File: src/design/rrts_pkg.sv
// ---------------------------------------------------------------------------
// rrts_pkg: shared types and codes for the round-robin task scheduler
// Operation, status and task-state codes plus the sequencer state type.
// ---------------------------------------------------------------------------
package rrts_pkg;

  // Operation codes carried by a request
  typedef enum logic [2:0] {
    FN_INIT    = 3'd0,
    FN_CREATE  = 3'd1,
    FN_YIELD   = 3'd2,
    FN_EXIT    = 3'd3,
    FN_START   = 3'd4,
    FN_RECLAIM = 3'd5,
    FN_QUERY   = 3'd6
  } func_e;

  // Result status codes
  typedef enum logic [1:0] {
    STS_DONE    = 2'd0,
    STS_REFUSED = 2'd1,
    STS_NOCHG   = 2'd2,
    STS_HALT    = 2'd3
  } status_e;

  // Per-slot task state
  typedef enum logic [1:0] {
    TS_READY   = 2'd0,
    TS_RUNNING = 2'd1,
    TS_ZOMBIE  = 2'd2,
    TS_EXITED  = 2'd3
  } tstate_e;

  // Sequencer states
  typedef enum logic [2:0] {
    SQ_IDLE,
    SQ_SETUP,
    SQ_WALK,
    SQ_QUERY,
    SQ_RESP
  } seq_state_e;

endpackage

File: src/design/round_robin_task_scheduler.sv
// ---------------------------------------------------------------------------
// round_robin_task_scheduler: task-state table with a round-robin picker
// One request per operation (init, create, yield, exit, start, reclaim,
// query); one result per request.
// ---------------------------------------------------------------------------
// Usage:
//  - Request channel: in_valid_i / in_stall_o with func_i and task_index_i.
//    A request is taken at a rising edge with in_valid_i high and in_stall_o
//    low. in_stall_o stays high while a request is being worked on.
//  - Result channel: out_valid_o / out_stall_i with the result fields. The
//    result sits in an output register, so the next request is taken while
//    a finished result still waits for the receiver.
//  - Init, create and refused requests go from setup straight to the
//    response state; a query reads the memory in a query state between them.
//    Yield, exit, start and reclaim walk the task table through one shared
//    wrap-around incrementer and the single read port of the state memory,
//    one slot per cycle. The walk stops early at the first ready slot for
//    yield, exit and start.
//  - The input reopens once the result is loaded into the output register,
//    so a new request is taken only after the previous one has finished.
//  - Reset: the table holds only the idle task in slot zero, ready, and no
//    task runs. Other slots read undefined until a create writes them.
//  - A stalled receiver holds the result; a finished request then waits in
//    the response state until the output register frees.
// ---------------------------------------------------------------------------
module round_robin_task_scheduler
  import rrts_pkg::*;
#(
  parameter int MAX_TASKS = 16
) (
  input  logic       clk_i,
  input  logic       rst_ni,
  // request channel
  input  logic       in_valid_i,
  output logic       in_stall_o,
  input  logic [2:0] func_i,
  input  logic [3:0] task_index_i,
  // result channel
  output logic       out_valid_o,
  input  logic       out_stall_i,
  output logic [1:0] status_o,
  output logic [3:0] chosen_task_o,
  output logic [3:0] previous_task_o,
  output logic       switched_o,
  output logic       running_valid_o,
  output logic [3:0] running_task_o,
  output logic [4:0] tasks_in_table_o,
  output logic [1:0] queried_state_o,
  output logic       query_valid_o,
  output logic [4:0] reclaimed_count_o
);

  localparam int IDX_W = $clog2(MAX_TASKS);      // slot index
  localparam int CNT_W = $clog2(MAX_TASKS + 1);  // slot count, 0..MAX_TASKS

  // ---- sequencer and scheduler state ----
  seq_state_e       state_q, state_d;
  logic [2:0]       func_q, func_d;
  logic [3:0]       qidx_q, qidx_d;
  logic [CNT_W-1:0] total_q, total_d;
  logic             cur_valid_q, cur_valid_d;
  logic [IDX_W-1:0] cur_q, cur_d;

  // ---- table walk ----
  logic [IDX_W-1:0] walk_addr_q, walk_addr_d;
  logic [CNT_W-1:0] walk_left_q, walk_left_d;  // reads still to issue
  logic             chk_v_q, chk_v_d;          // read data in flight
  logic [IDX_W-1:0] chk_addr_q, chk_addr_d;    // slot of that read data

  // ---- result being built ----
  status_e          res_status_q, res_status_d;
  logic [3:0]       res_chosen_q, res_chosen_d;
  logic [3:0]       res_prev_q, res_prev_d;
  logic             res_sw_q, res_sw_d;
  logic [1:0]       res_qstate_q, res_qstate_d;
  logic             res_qvalid_q, res_qvalid_d;
  logic [CNT_W-1:0] res_recl_q, res_recl_d;

  // ---- output register ----
  logic             out_valid_q, out_valid_d;
  logic [1:0]       out_status_q, out_status_d;
  logic [3:0]       out_chosen_q, out_chosen_d;
  logic [3:0]       out_prev_q, out_prev_d;
  logic             out_sw_q, out_sw_d;
  logic             out_rvalid_q, out_rvalid_d;
  logic [3:0]       out_rtask_q, out_rtask_d;
  logic [4:0]       out_total_q, out_total_d;
  logic [1:0]       out_qstate_q, out_qstate_d;
  logic             out_qvalid_q, out_qvalid_d;
  logic [4:0]       out_recl_q, out_recl_d;

  // ---- task-state memory: one write and one registered read a cycle ----
  logic [1:0]       tstate_mem [MAX_TASKS];
  logic             mem_we, mem_re;
  logic [IDX_W-1:0] mem_waddr, mem_raddr;
  logic [1:0]       mem_wdata;
  logic [1:0]       mem_rdata_q;

  always_ff @(posedge clk_i) begin
    if (mem_we) begin
      tstate_mem[mem_waddr] <= mem_wdata;
    end
    if (mem_re) begin
      mem_rdata_q <= tstate_mem[mem_raddr];
    end
  end

  // Idle task in slot zero reads ready from reset until first written
  logic             slot0_set_q;
  logic             rd_zero_q;
  logic [1:0]       rd_data;

  always_ff @(posedge clk_i or negedge rst_ni) begin
    if (!rst_ni) begin
      slot0_set_q <= 1'b0;
      rd_zero_q   <= 1'b0;
    end else begin
      if (mem_we && (mem_waddr == '0)) begin
        slot0_set_q <= 1'b1;
      end
      if (mem_re) begin
        rd_zero_q <= (mem_raddr == '0) && !slot0_set_q;
      end
    end
  end

  assign rd_data = rd_zero_q ? TS_READY : mem_rdata_q;

  // ---- shared helpers ----
  logic             cur_ok;
  logic             q_ok;
  logic             full;
  logic             two_plus;
  logic [IDX_W-1:0] inc_base;
  logic [IDX_W-1:0] inc_addr;
  logic             rd_walk;
  logic             hit;
  logic             walk_end;
  logic             is_reclaim;
  logic             can_load;

  assign cur_ok     = cur_valid_q && (CNT_W'(cur_q) < total_q);
  assign q_ok       = 7'(qidx_q) < 7'(total_q);
  assign full       = total_q >= CNT_W'(MAX_TASKS);
  assign two_plus   = total_q >= CNT_W'(2);
  assign is_reclaim = func_q == FN_RECLAIM;

  // Shared wrap-around incrementer: seeds the yield and exit walks in setup, steps the walk after
  assign inc_base = (state_q == SQ_SETUP) ? cur_q : walk_addr_q;
  assign inc_addr = ((CNT_W'(inc_base) + CNT_W'(1)) >= total_q) ? '0
                  : IDX_W'(inc_base + IDX_W'(1));

  assign rd_walk  = walk_left_q != '0;
  assign hit      = chk_v_q && (rd_data == (is_reclaim ? TS_ZOMBIE : TS_READY));
  assign walk_end = !rd_walk && !chk_v_q;
  assign can_load = !out_valid_q || !out_stall_i;

  // ---- next state ----
  always_comb begin
    state_d = state_q;
    case (state_q)
      SQ_IDLE: begin
        if (in_valid_i) state_d = SQ_SETUP;
      end
      SQ_SETUP: begin
        case (func_q)
          FN_YIELD:   state_d = (cur_ok && two_plus) ? SQ_WALK : SQ_RESP;
          FN_EXIT:    state_d = cur_ok ? SQ_WALK : SQ_RESP;
          FN_START:   state_d = two_plus ? SQ_WALK : SQ_RESP;
          FN_RECLAIM: state_d = SQ_WALK;
          FN_QUERY:   state_d = q_ok ? SQ_QUERY : SQ_RESP;
          default:    state_d = SQ_RESP;
        endcase
      end
      SQ_WALK: begin
        if ((!is_reclaim && hit) || walk_end) state_d = SQ_RESP;
      end
      SQ_QUERY: state_d = SQ_RESP;
      SQ_RESP: begin
        if (can_load) state_d = SQ_IDLE;
      end
      default: state_d = SQ_IDLE;
    endcase
  end

  // ---- datapath control ----
  always_comb begin
    func_d       = func_q;
    qidx_d       = qidx_q;
    total_d      = total_q;
    cur_valid_d  = cur_valid_q;
    cur_d        = cur_q;
    walk_addr_d  = walk_addr_q;
    walk_left_d  = walk_left_q;
    chk_v_d      = 1'b0;
    chk_addr_d   = chk_addr_q;
    res_status_d = res_status_q;
    res_chosen_d = res_chosen_q;
    res_prev_d   = res_prev_q;
    res_sw_d     = res_sw_q;
    res_qstate_d = res_qstate_q;
    res_qvalid_d = res_qvalid_q;
    res_recl_d   = res_recl_q;
    mem_we       = 1'b0;
    mem_re       = 1'b0;
    mem_waddr    = '0;
    mem_raddr    = '0;
    mem_wdata    = TS_READY;

    out_valid_d  = out_stall_i ? out_valid_q : 1'b0;
    out_status_d = out_status_q;
    out_chosen_d = out_chosen_q;
    out_prev_d   = out_prev_q;
    out_sw_d     = out_sw_q;
    out_rvalid_d = out_rvalid_q;
    out_rtask_d  = out_rtask_q;
    out_total_d  = out_total_q;
    out_qstate_d = out_qstate_q;
    out_qvalid_d = out_qvalid_q;
    out_recl_d   = out_recl_q;

    case (state_q)
      SQ_IDLE: begin
        if (in_valid_i) begin
          func_d = func_i;
          qidx_d = task_index_i;
        end
      end

      SQ_SETUP: begin
        res_status_d = STS_DONE;
        res_chosen_d = '0;
        res_prev_d   = '0;
        res_sw_d     = 1'b0;
        res_qstate_d = '0;
        res_qvalid_d = 1'b0;
        res_recl_d   = '0;
        walk_left_d  = '0;
        case (func_q)
          FN_INIT: begin
            total_d     = CNT_W'(1);
            cur_valid_d = 1'b0;
            cur_d       = '0;
            mem_we      = 1'b1;
            mem_waddr   = '0;
            mem_wdata   = TS_READY;
          end
          FN_CREATE: begin
            if (full) begin
              res_status_d = STS_REFUSED;
            end else begin
              mem_we       = 1'b1;
              mem_waddr    = IDX_W'(total_q);
              mem_wdata    = TS_READY;
              res_chosen_d = 4'(total_q);
              total_d      = total_q + CNT_W'(1);
            end
          end
          FN_YIELD: begin
            if (!cur_ok || !two_plus) begin
              res_status_d = STS_NOCHG;
            end else begin
              // current task goes back to ready before the search
              mem_we      = 1'b1;
              mem_waddr   = cur_q;
              mem_wdata   = TS_READY;
              res_prev_d  = 4'(cur_q);
              walk_addr_d = inc_addr;
              walk_left_d = total_q;
            end
          end
          FN_EXIT: begin
            if (!cur_ok) begin
              res_status_d = STS_HALT;
            end else begin
              mem_we      = 1'b1;
              mem_waddr   = cur_q;
              mem_wdata   = TS_ZOMBIE;
              res_prev_d  = 4'(cur_q);
              walk_addr_d = inc_addr;
              walk_left_d = total_q;
            end
          end
          FN_START: begin
            if (!two_plus) begin
              res_status_d = STS_NOCHG;
            end else begin
              // idle task in slot zero is skipped
              walk_addr_d = IDX_W'(1);
              walk_left_d = total_q - CNT_W'(1);
            end
          end
          FN_RECLAIM: begin
            walk_addr_d = '0;
            walk_left_d = total_q;
          end
          FN_QUERY: begin
            if (q_ok) begin
              mem_re    = 1'b1;
              mem_raddr = IDX_W'(qidx_q);
            end else begin
              res_status_d = STS_REFUSED;
            end
          end
          default: res_status_d = STS_REFUSED;
        endcase
      end

      SQ_WALK: begin
        // issue the next read while checking the previous one
        mem_re     = rd_walk;
        mem_raddr  = walk_addr_q;
        chk_v_d    = rd_walk;
        chk_addr_d = walk_addr_q;
        if (rd_walk) begin
          walk_addr_d = inc_addr;
          walk_left_d = walk_left_q - CNT_W'(1);
        end
        if (is_reclaim) begin
          if (hit) begin
            mem_we     = 1'b1;
            mem_waddr  = chk_addr_q;
            mem_wdata  = TS_EXITED;
            res_recl_d = res_recl_q + CNT_W'(1);
          end
        end else if (hit) begin
          chk_v_d      = 1'b0;
          mem_we       = 1'b1;
          mem_waddr    = chk_addr_q;
          mem_wdata    = TS_RUNNING;
          cur_d        = chk_addr_q;
          cur_valid_d  = 1'b1;
          res_chosen_d = 4'(chk_addr_q);
          case (func_q)
            FN_YIELD: res_sw_d = chk_addr_q != cur_q;
            FN_START: begin
              res_sw_d   = 1'b1;
              res_prev_d = cur_ok ? 4'(cur_q) : 4'd0;
            end
            default:  res_sw_d = 1'b1;
          endcase
        end else if (walk_end) begin
          case (func_q)
            FN_YIELD: begin
              // nobody else ready: keep running
              mem_we       = 1'b1;
              mem_waddr    = cur_q;
              mem_wdata    = TS_RUNNING;
              res_chosen_d = 4'(cur_q);
            end
            FN_EXIT: begin
              cur_valid_d  = 1'b0;
              res_status_d = STS_HALT;
            end
            default: res_status_d = STS_NOCHG;
          endcase
        end
      end

      SQ_QUERY: begin
        res_qstate_d = rd_data;
        res_qvalid_d = 1'b1;
      end

      SQ_RESP: begin
        if (can_load) begin
          out_valid_d  = 1'b1;
          out_status_d = res_status_q;
          out_chosen_d = res_chosen_q;
          out_prev_d   = res_prev_q;
          out_sw_d     = res_sw_q;
          out_rvalid_d = cur_valid_q;
          out_rtask_d  = cur_valid_q ? 4'(cur_q) : 4'd0;
          out_total_d  = 5'(total_q);
          out_qstate_d = res_qstate_q;
          out_qvalid_d = res_qvalid_q;
          out_recl_d   = 5'(res_recl_q);
        end
      end

      default: ;
    endcase
  end

  // ---- control registers ----
  always_ff @(posedge clk_i or negedge rst_ni) begin
    if (!rst_ni) begin
      state_q     <= SQ_IDLE;
      total_q     <= CNT_W'(1);
      cur_valid_q <= 1'b0;
      cur_q       <= '0;
      walk_addr_q <= '0;
      walk_left_q <= '0;
      chk_v_q     <= 1'b0;
      out_valid_q <= 1'b0;
    end else begin
      state_q     <= state_d;
      total_q     <= total_d;
      cur_valid_q <= cur_valid_d;
      cur_q       <= cur_d;
      walk_addr_q <= walk_addr_d;
      walk_left_q <= walk_left_d;
      chk_v_q     <= chk_v_d;
      out_valid_q <= out_valid_d;
    end
  end

  // ---- payload registers ----
  always_ff @(posedge clk_i) begin
    func_q       <= func_d;
    qidx_q       <= qidx_d;
    chk_addr_q   <= chk_addr_d;
    res_status_q <= res_status_d;
    res_chosen_q <= res_chosen_d;
    res_prev_q   <= res_prev_d;
    res_sw_q     <= res_sw_d;
    res_qstate_q <= res_qstate_d;
    res_qvalid_q <= res_qvalid_d;
    res_recl_q   <= res_recl_d;
    out_status_q <= out_status_d;
    out_chosen_q <= out_chosen_d;
    out_prev_q   <= out_prev_d;
    out_sw_q     <= out_sw_d;
    out_rvalid_q <= out_rvalid_d;
    out_rtask_q  <= out_rtask_d;
    out_total_q  <= out_total_d;
    out_qstate_q <= out_qstate_d;
    out_qvalid_q <= out_qvalid_d;
    out_recl_q   <= out_recl_d;
  end

  // ---- ports ----
  assign in_stall_o        = state_q != SQ_IDLE;
  assign out_valid_o       = out_valid_q;
  assign status_o          = out_status_q;
  assign chosen_task_o     = out_chosen_q;
  assign previous_task_o   = out_prev_q;
  assign switched_o        = out_sw_q;
  assign running_valid_o   = out_rvalid_q;
  assign running_task_o    = out_rtask_q;
  assign tasks_in_table_o  = out_total_q;
  assign queried_state_o   = out_qstate_q;
  assign query_valid_o     = out_qvalid_q;
  assign reclaimed_count_o = out_recl_q;

endmodule

File: config.mk
export PLATFORM = sky130hd
export DESIGN_NAME = round_robin_task_scheduler
export DESIGN_NICKNAME = d
export VERILOG_FILES = /design/src/design/rrts_pkg.sv /design/src/design/round_robin_task_scheduler.sv
export SDC_FILE = /design/constraint.sdc
export NUM_CORES = 1
export LEC_CHECK = 0
export BUFFER_PORTS_ARGS = -buffer_cell sky130_fd_sc_hd__buf_2
export CORE_UTILIZATION = 25
export CTS_CLUSTER_SIZE = 12
export DETAILED_ROUTE_END_ITERATION = 6
export SYNTH_ARGS = -nofsm -noshare
export SYNTH_HDL_FRONTEND = slang
export SYNTH_SLANG_ARGS = --single-unit
File: constraint.sdc
create_clock -name clk_i -period 9.3 [get_ports clk_i]
set_clock_uncertainty 0.15 [all_clocks]
set_input_delay 0.465 -clock clk_i [delete_from_list [all_inputs] [get_ports clk_i]]
set_output_delay 0.465 -clock clk_i [all_outputs]
set_load 0.03 [all_outputs]
**Word level (Yosys, flattened, before mapping)**

Memories as Yosys holds them, arrays and structs flattened. A register that Yosys moved wholly into a read port is not among the register bits.
Index checks and enable logic that the tools add are counted.

- Bits in registers: 85
- Memory bits (writable): 32
- Input port bits: 11
- Logic and storage cells: 225
- Memories: 1

- Add/sub/neg operators: 6
- $lt $le $gt $ge: 5
- Equal/unequal tests: 32
- Multiplexer cells: 110
- Reductions and logical operators: 41

Memory list:

| name | depth | bits a word | rd ports | clocked after Yosys merged registers in | write ports | RTL line | RTL |
|---|---|---|---|---|---|---|---|
| tstate_mem | 16 | 2 | 1 | 1 | 1 | round_robin_task_scheduler.sv:93 | `logic [1:0] tstate_mem [MAX_TASKS];` |

Operators with widths:

| cell | number |
|---|---|
| $mux W4 | 27 |
| $pmux W4 S2 | 7 |
| $mux W5 | 7 |
| $mux W1 | 31 |
| $pmux W3 S5 | 2 |
| $pmux W5 S2 | 3 |
| $mux W2 | 12 |
| $ne A2 B2 Y1 const B | 11 |
| $mux W3 | 7 |
| $pmux W5 S4 | 1 |
| $pmux W2 S2 | 4 |
| $pmux W4 S4 | 1 |
| $ne A3 B3 Y1 const B | 5 |
| $eq A3 B2 Y1 const B | 4 |
| $eq A3 B3 Y1 const B | 4 |
| $pmux W2 S6 | 1 |
| $pmux W4 S3 | 1 |
| $reduce_and A3 Y1 | 4 |
| $reduce_and A4 Y1 | 3 |
| $add A5 B1 Y5 const B | 2 |
| $lt A4 B5 Y1 | 2 |
| $pmux W1 S2 | 5 |
| $reduce_and A5 Y1 | 2 |
| $sub A5 B1 Y5 const B | 2 |
| other kinds (23) | 46 |

**Longest topological paths before layout**

- Depth in word-level cells: 9
- Mapped depth: 13
- Mapped depth without buffers: 11

**Worst setup path after synthesis**

Ideal clock, no wire load.

- Path kind: register -> register
- Start point: reg state_q[2]
- End point: reg walk_addr_q[1]
- Arrival: 3.001 ns
- Slack: 6.083 ns
- Cell stages (with the launch flop): 13
- Buffers on the path: 2
- Period minus slack after synthesis: 3.217 ns
- Cell sequence: dfrtp_1 > buf_6 > or3b_1 > buf_2 > mux2_2 > ha_1 > ha_1 > a21o_1 > a21o_1 > a21o_1 > a221o_1 > a211oi_2 > a22o_1

- Cells in the longest elaborated chain, start to end: 8
- Elaborated cells on any way between the ends: 19

Ends and longest elaborated chain:

| what | RTL line | RTL |
|---|---|---|
| start, declared | round_robin_task_scheduler.sv:57 | `seq_state_e state_q, state_d;` |
| start signal, assigned | round_robin_task_scheduler.sv:397 | `state_q <= state_d;` |
| $eq A3 B1 Y1 | round_robin_task_scheduler.sv:149, round_robin_task_scheduler.sv:222 |  |
| $mux W4 | round_robin_task_scheduler.sv:149 | `assign inc_base = (state_q == SQ_SETUP) ? cur_q : walk_addr_q;` |
| $add A4 B1 Y5 | round_robin_task_scheduler.sv:150 | `assign inc_addr = ((CNT_W'(inc_base) + CNT_W'(1)) >= total_q) ? '0` |
| $ge A5 B5 Y1 | round_robin_task_scheduler.sv:150 |  |
| $mux W4 | round_robin_task_scheduler.sv:150 |  |
| $mux W4, on equally long branches | round_robin_task_scheduler.sv:273, round_robin_task_scheduler.sv:260 |  |
| $pmux W4 S4 | round_robin_task_scheduler.sv:239 | `case (func_q)` |
| $pmux W4 S2 | round_robin_task_scheduler.sv:222 | `case (state_q)` |
| end signal, assigned | round_robin_task_scheduler.sv:401 | `walk_addr_q <= walk_addr_d;` |
| end, declared | round_robin_task_scheduler.sv:65 | `logic [IDX_W-1:0] walk_addr_q, walk_addr_d;` |

Several ways; a longest one is shown, not always the timed one. The select of a mux whose other input is x is not followed.
A chain may end at the register's enable or synchronous reset.

**Final worst setup path**

- Start point: reg state_q[2]
- End point: mem tstate_mem[0][1], enable pin

- Cells in the longest elaborated chain, start to end: 4
- Elaborated cells on any way between the ends: 6

Ends and longest elaborated chain:

| what | RTL line | RTL |
|---|---|---|
| $eq A3 B2 Y1 or $eq A3 B1 Y1 (tied branches) | round_robin_task_scheduler.sv:222 |  |
| $pmux W1 S2 | round_robin_task_scheduler.sv:222 |  |
| $mux W1 | round_robin_task_scheduler.sv:100 | `if (mem_we) begin` |
| $mux W1 (implied by the code) | round_robin_task_scheduler.sv:101 | `tstate_mem[mem_waddr] <= mem_wdata;` |
| end, declared | round_robin_task_scheduler.sv:93 |  |

Several ways; a longest one is shown, not always the timed one.

==> results.sh <==
export IMPL_worstPathRequired_ns=9.22
export IMPL_avgSynthCellArea_um2=11.5
export IMPL_reg2reg_setup_slack_ns=5.26
export IMPL_setup_ws_ns=5.26
export IMPL_setup_violations=0
export IMPL_syn_nets=556
export IMPL_vias_per_cell=4.92
export IMPL_synth_top_area_cell="edfxtp_1"
export IMPL_wl_met2_um=7340
export IMPL_seq_area_mm2=0.00344
export IMPL_pwr_share_comb_pct=26.2
export IMPL_hold_path_class="primary input to flip-flop"
export IMPL_synth_top_area_share_pct=45.8
export IMPL_endpoint="tstate_mem[0][1]$_DFFE_PP_"
export IMPL_cts_htree_levels=4
export IMPL_dr_wl_met3_um=779
export IMPL_yosysSeqAreaShare_pct=56.5
export IMPL_dpl_instance_area_mm2=0.00658
export IMPL_syn_area_mm2=0.00610
export IMPL_coreArea_mm2=0.0237
export IMPL_wl_per_cell_um=17.3
export IMPL_dr_pass1_iters=5
export IMPL_slew_viol_final=0
export IMPL_post_route_period_util_pct=43.5
export IMPL_r2r_start="state_q[2]$_DFFE_PN0P_"
export IMPL_wl_um=15500
export IMPL_grt_pass1_vias=4169
export IMPL_post_route_cell_area_mm2=0.00716
export IMPL_final_net_count=589
export IMPL_cts_tree="built"
export IMPL_arrival_ns=3.96
export IMPL_pwr_share_clk_pct=32.3
export IMPL_die_area_mm2=0.0250
export IMPL_grt_max_degree=30
export IMPL_hold_path_startpoint="func_i[2]"
export IMPL_routed_top_layer="met4"
export IMPL_root_buffer="clkbuf_16"
export IMPL_multi_input_area_mm2=0.00243
export IMPL_clock_path_buffers=2
export IMPL_portBuffers=41
export IMPL_clkSinkCount=119
export IMPL_drc_errors=0
export IMPL_yosysWarnings=0
export IMPL_dp_slack_ns=5.21
export IMPL_antenna_found_initial=0
export IMPL_vias=4397
export IMPL_rr_endpoint="tstate_mem[0][1]$_DFFE_PP_"
export IMPL_synthCells=529
export IMPL_reg2reg_depth=7
export IMPL_ys_seq_elements=119
export IMPL_ys_top_cells_by_area="edfxtp_1 46%, dfrtp_1 10%, o21ai_0 3.6%"
export IMPL_ys_flop_type="edfxtp_1"
export IMPL_synthArstFlopShare_pct=21.8
export IMPL_cts_made_buffers=17
export IMPL_synth_edf_count=93
export IMPL_final_hold_viol_count=0
export IMPL_fmax_mhz=247
export IMPL_switching_share_pct=35.5
export IMPL_critPathMaxFanout=27
export IMPL_path_class="flip-flop to flip-flop"
export IMPL_worstMarginPinSlew_ns=0.919
export IMPL_wl_met1_um=6970
export IMPL_hpwl_um=10800
export IMPL_max_cap_violations=0
export IMPL_routabilityCongestion=0.896
export IMPL_drive_gt1_share_pct=17.7
export IMPL_io_pins=42
export IMPL_worstSkewPairLatency_ns=0.42
export IMPL_critPathLaunch="state_q[2]$_DFFE_PN0P_"
export IMPL_fp_dieW_um=158
export IMPL_std_cell_rows=56
export IMPL_netlist_top_cells_count="93 x edfxtp_1, 44 x o21ai_0, 42 x nand3_1"
export IMPL_antenna_left=0
export IMPL_drt_initial_drc_count=413
export IMPL_power_density_mw_per_mm2=271
export IMPL_fin_setup_tns_ns=0
export IMPL_finalCriticalPeriod_ns=4.04
export IMPL_areaGrowthSynthToFinish_pct=17.4
export IMPL_track_usage_pct=13.1
export IMPL_clk_pin_slew_ns=0.06
export IMPL_die_h_um=158
export IMPL_synth_distinct_cells=76
export IMPL_max_slew_margin_pct=38.6
export IMPL_diodes=0
export IMPL_internal_power_w=0.00125
export IMPL_rsz0062_at_grt="false"
export IMPL_worstSetupEndpointType="flip-flop"
export IMPL_cts_resized_gates=0
export IMPL_crit_path_start_kind="flip-flop"
export IMPL_seq_power_share_pct=41.5
export IMPL_grt_pass1_wl_um=24000
export IMPL_vdd_ir_drop_max_mv=0.120
export IMPL_num_fill_cells=2488
export IMPL_grt_overflow=0
export IMPL_start_util_pct=25.8
export IMPL_status="finished, final reports clean"
export IMPL_synth_most_common_cell="edfxtp_1"
export IMPL_p_switching_w=0.000688
export IMPL_p_leak_nw=2.66
[worst min path at each step]
| stage | end | slack [ns] | cells after the start |
|---|---|---|---|
| final | func_q[2]$_DFFE_PP_ | 0.07 | 1 |
| after global routing | qidx_q[0]$_DFFE_PP_ | 0.06 | 1 |
| after CTS | func_q[2]$_DFFE_PP_ | 0.05 | 1 |
| after detailed placement | status_o[1]$_DFFE_PP_ | 0.26 | 0 |
| after global placement | queried_state_o[1]$_DFFE_PP_ | 0.25 | 0 |
| after floorplan | chk_v_q$_DFF_PN0_ | 0.02 | 0 |
[power groups by stage]
stage / clock network [W] / logic [W] / registers [W]
5_1_grt: 0.000661 / 0.000557 / 0.000818
3_5_place_dp: 0 / 0.000508 / 0.000815
2_1_floorplan: 0 / 0.000349 / 0.000821
4_1_cts: 0.000641 / 0.000511 / 0.000805
3_3_place_gp: 0 / 0.000504 / 0.000814
6_report: 0.000626 / 0.000508 / 0.000805
[worst max-delay path, cell delays in order, from the launching register on]
cell and delay, ns:
dfrtp_1 0.48, nor2_1 0.26, nand2_1 0.55, inv_1 0.79, nand3_1 0.34, nand2b_1 0.57, nor2_1 0.18, nor4_1 0.37
[layout by cell type (no fill, tap or decap), types with 3 or more instances in the layout]
| master | count |
|---|---|
| edfxtp_1 | 93 |
| o21ai_0 | 44 |
| nand3_1 | 42 |
| buf_2 | 41 |
| nand2_1 | 28 |
| nor2_1 | 27 |
| dfrtp_1 | 25 |
| inv_1 | 24 |
| clkbuf_16 | 17 |
| nor4_1 | 16 |
| ha_1 | 16 |
| and2_1 | 14 |
| a21oi_1 | 13 |
| nor3_1 | 12 |
| nand2b_1 | 8 |
| mux2i_1 | 8 |
| nor2b_1 | 7 |
| xor2_1 | 7 |
| o21a_1 | 7 |
| a31oi_1 | 6 |
| a21o_1 | 6 |
| and3_1 | 6 |
| clkinv_4 | 6 |
| xnor2_1 | 5 |
| o21ai_1 | 5 |
| a32o_1 | 4 |
| mux2_2 | 4 |
| a22o_1 | 4 |
| a221o_1 | 4 |
| inv_6 | 4 |
| a21boi_1 | 3 |
| a32oi_1 | 3 |
| o211ai_1 | 3 |
| nand4_1 | 3 |
[routing by layer]
layer,vias up,global-route usage (%)
met4,0,5.86
met1,2135,16.8
met2,148,20.7
li1,2085,-
met5,-,0
met3,29,3.48
[metrics by stage]
step                      std cells  power [W]  hold WS [ns]  utilization [%]
after floorplan                 529    0.00117        0.0194                -
after global placement          861    0.00132         0.255             27.8
after detailed placement        861    0.00132         0.255             27.8
after CTS                       894    0.00196        0.0496             30.2
after global routing            894    0.00204        0.0613             30.2
final                           894    0.00194        0.0684             30.2
[state kept, by name, indices dropped and copies added, names as in the netlist, 5 cells and up]
signal / cells
tstate_mem: 32
tasks_in_table_o: 5
walk_left_q: 5
reclaimed_count_o: 5
res_recl_q: 5
total_q: 5
[cell families after synthesis]
logic type	synth area share (%)
AOI/OAI and AO/OA	16.2
xor gates and xnor gates	1.72
adders and majority gates	3.28
buffers and inverters	3.84
DFF	56.5
muxes	2.24
and+or+nand+nor	16.3
[what timing repair did]
item / 4_1_cts / 5_1_grt
setup buffers: 0 / 0
endpoints found under the hold margin: 25 / 0
hold buffers: 1 / 0
[layout make-up]
class	count	share of cell area, %
Sequential cell	119	48.1
Multi-Input combinational cell	357	34.0
Clock buffer	18	5.99
Tap cell	319	5.57
Timing Repair Buffer	43	3.11
Clock inverter	14	1.97
Inverter	24	1.26
No activity file was read; power rests on OpenSTA's default activity.
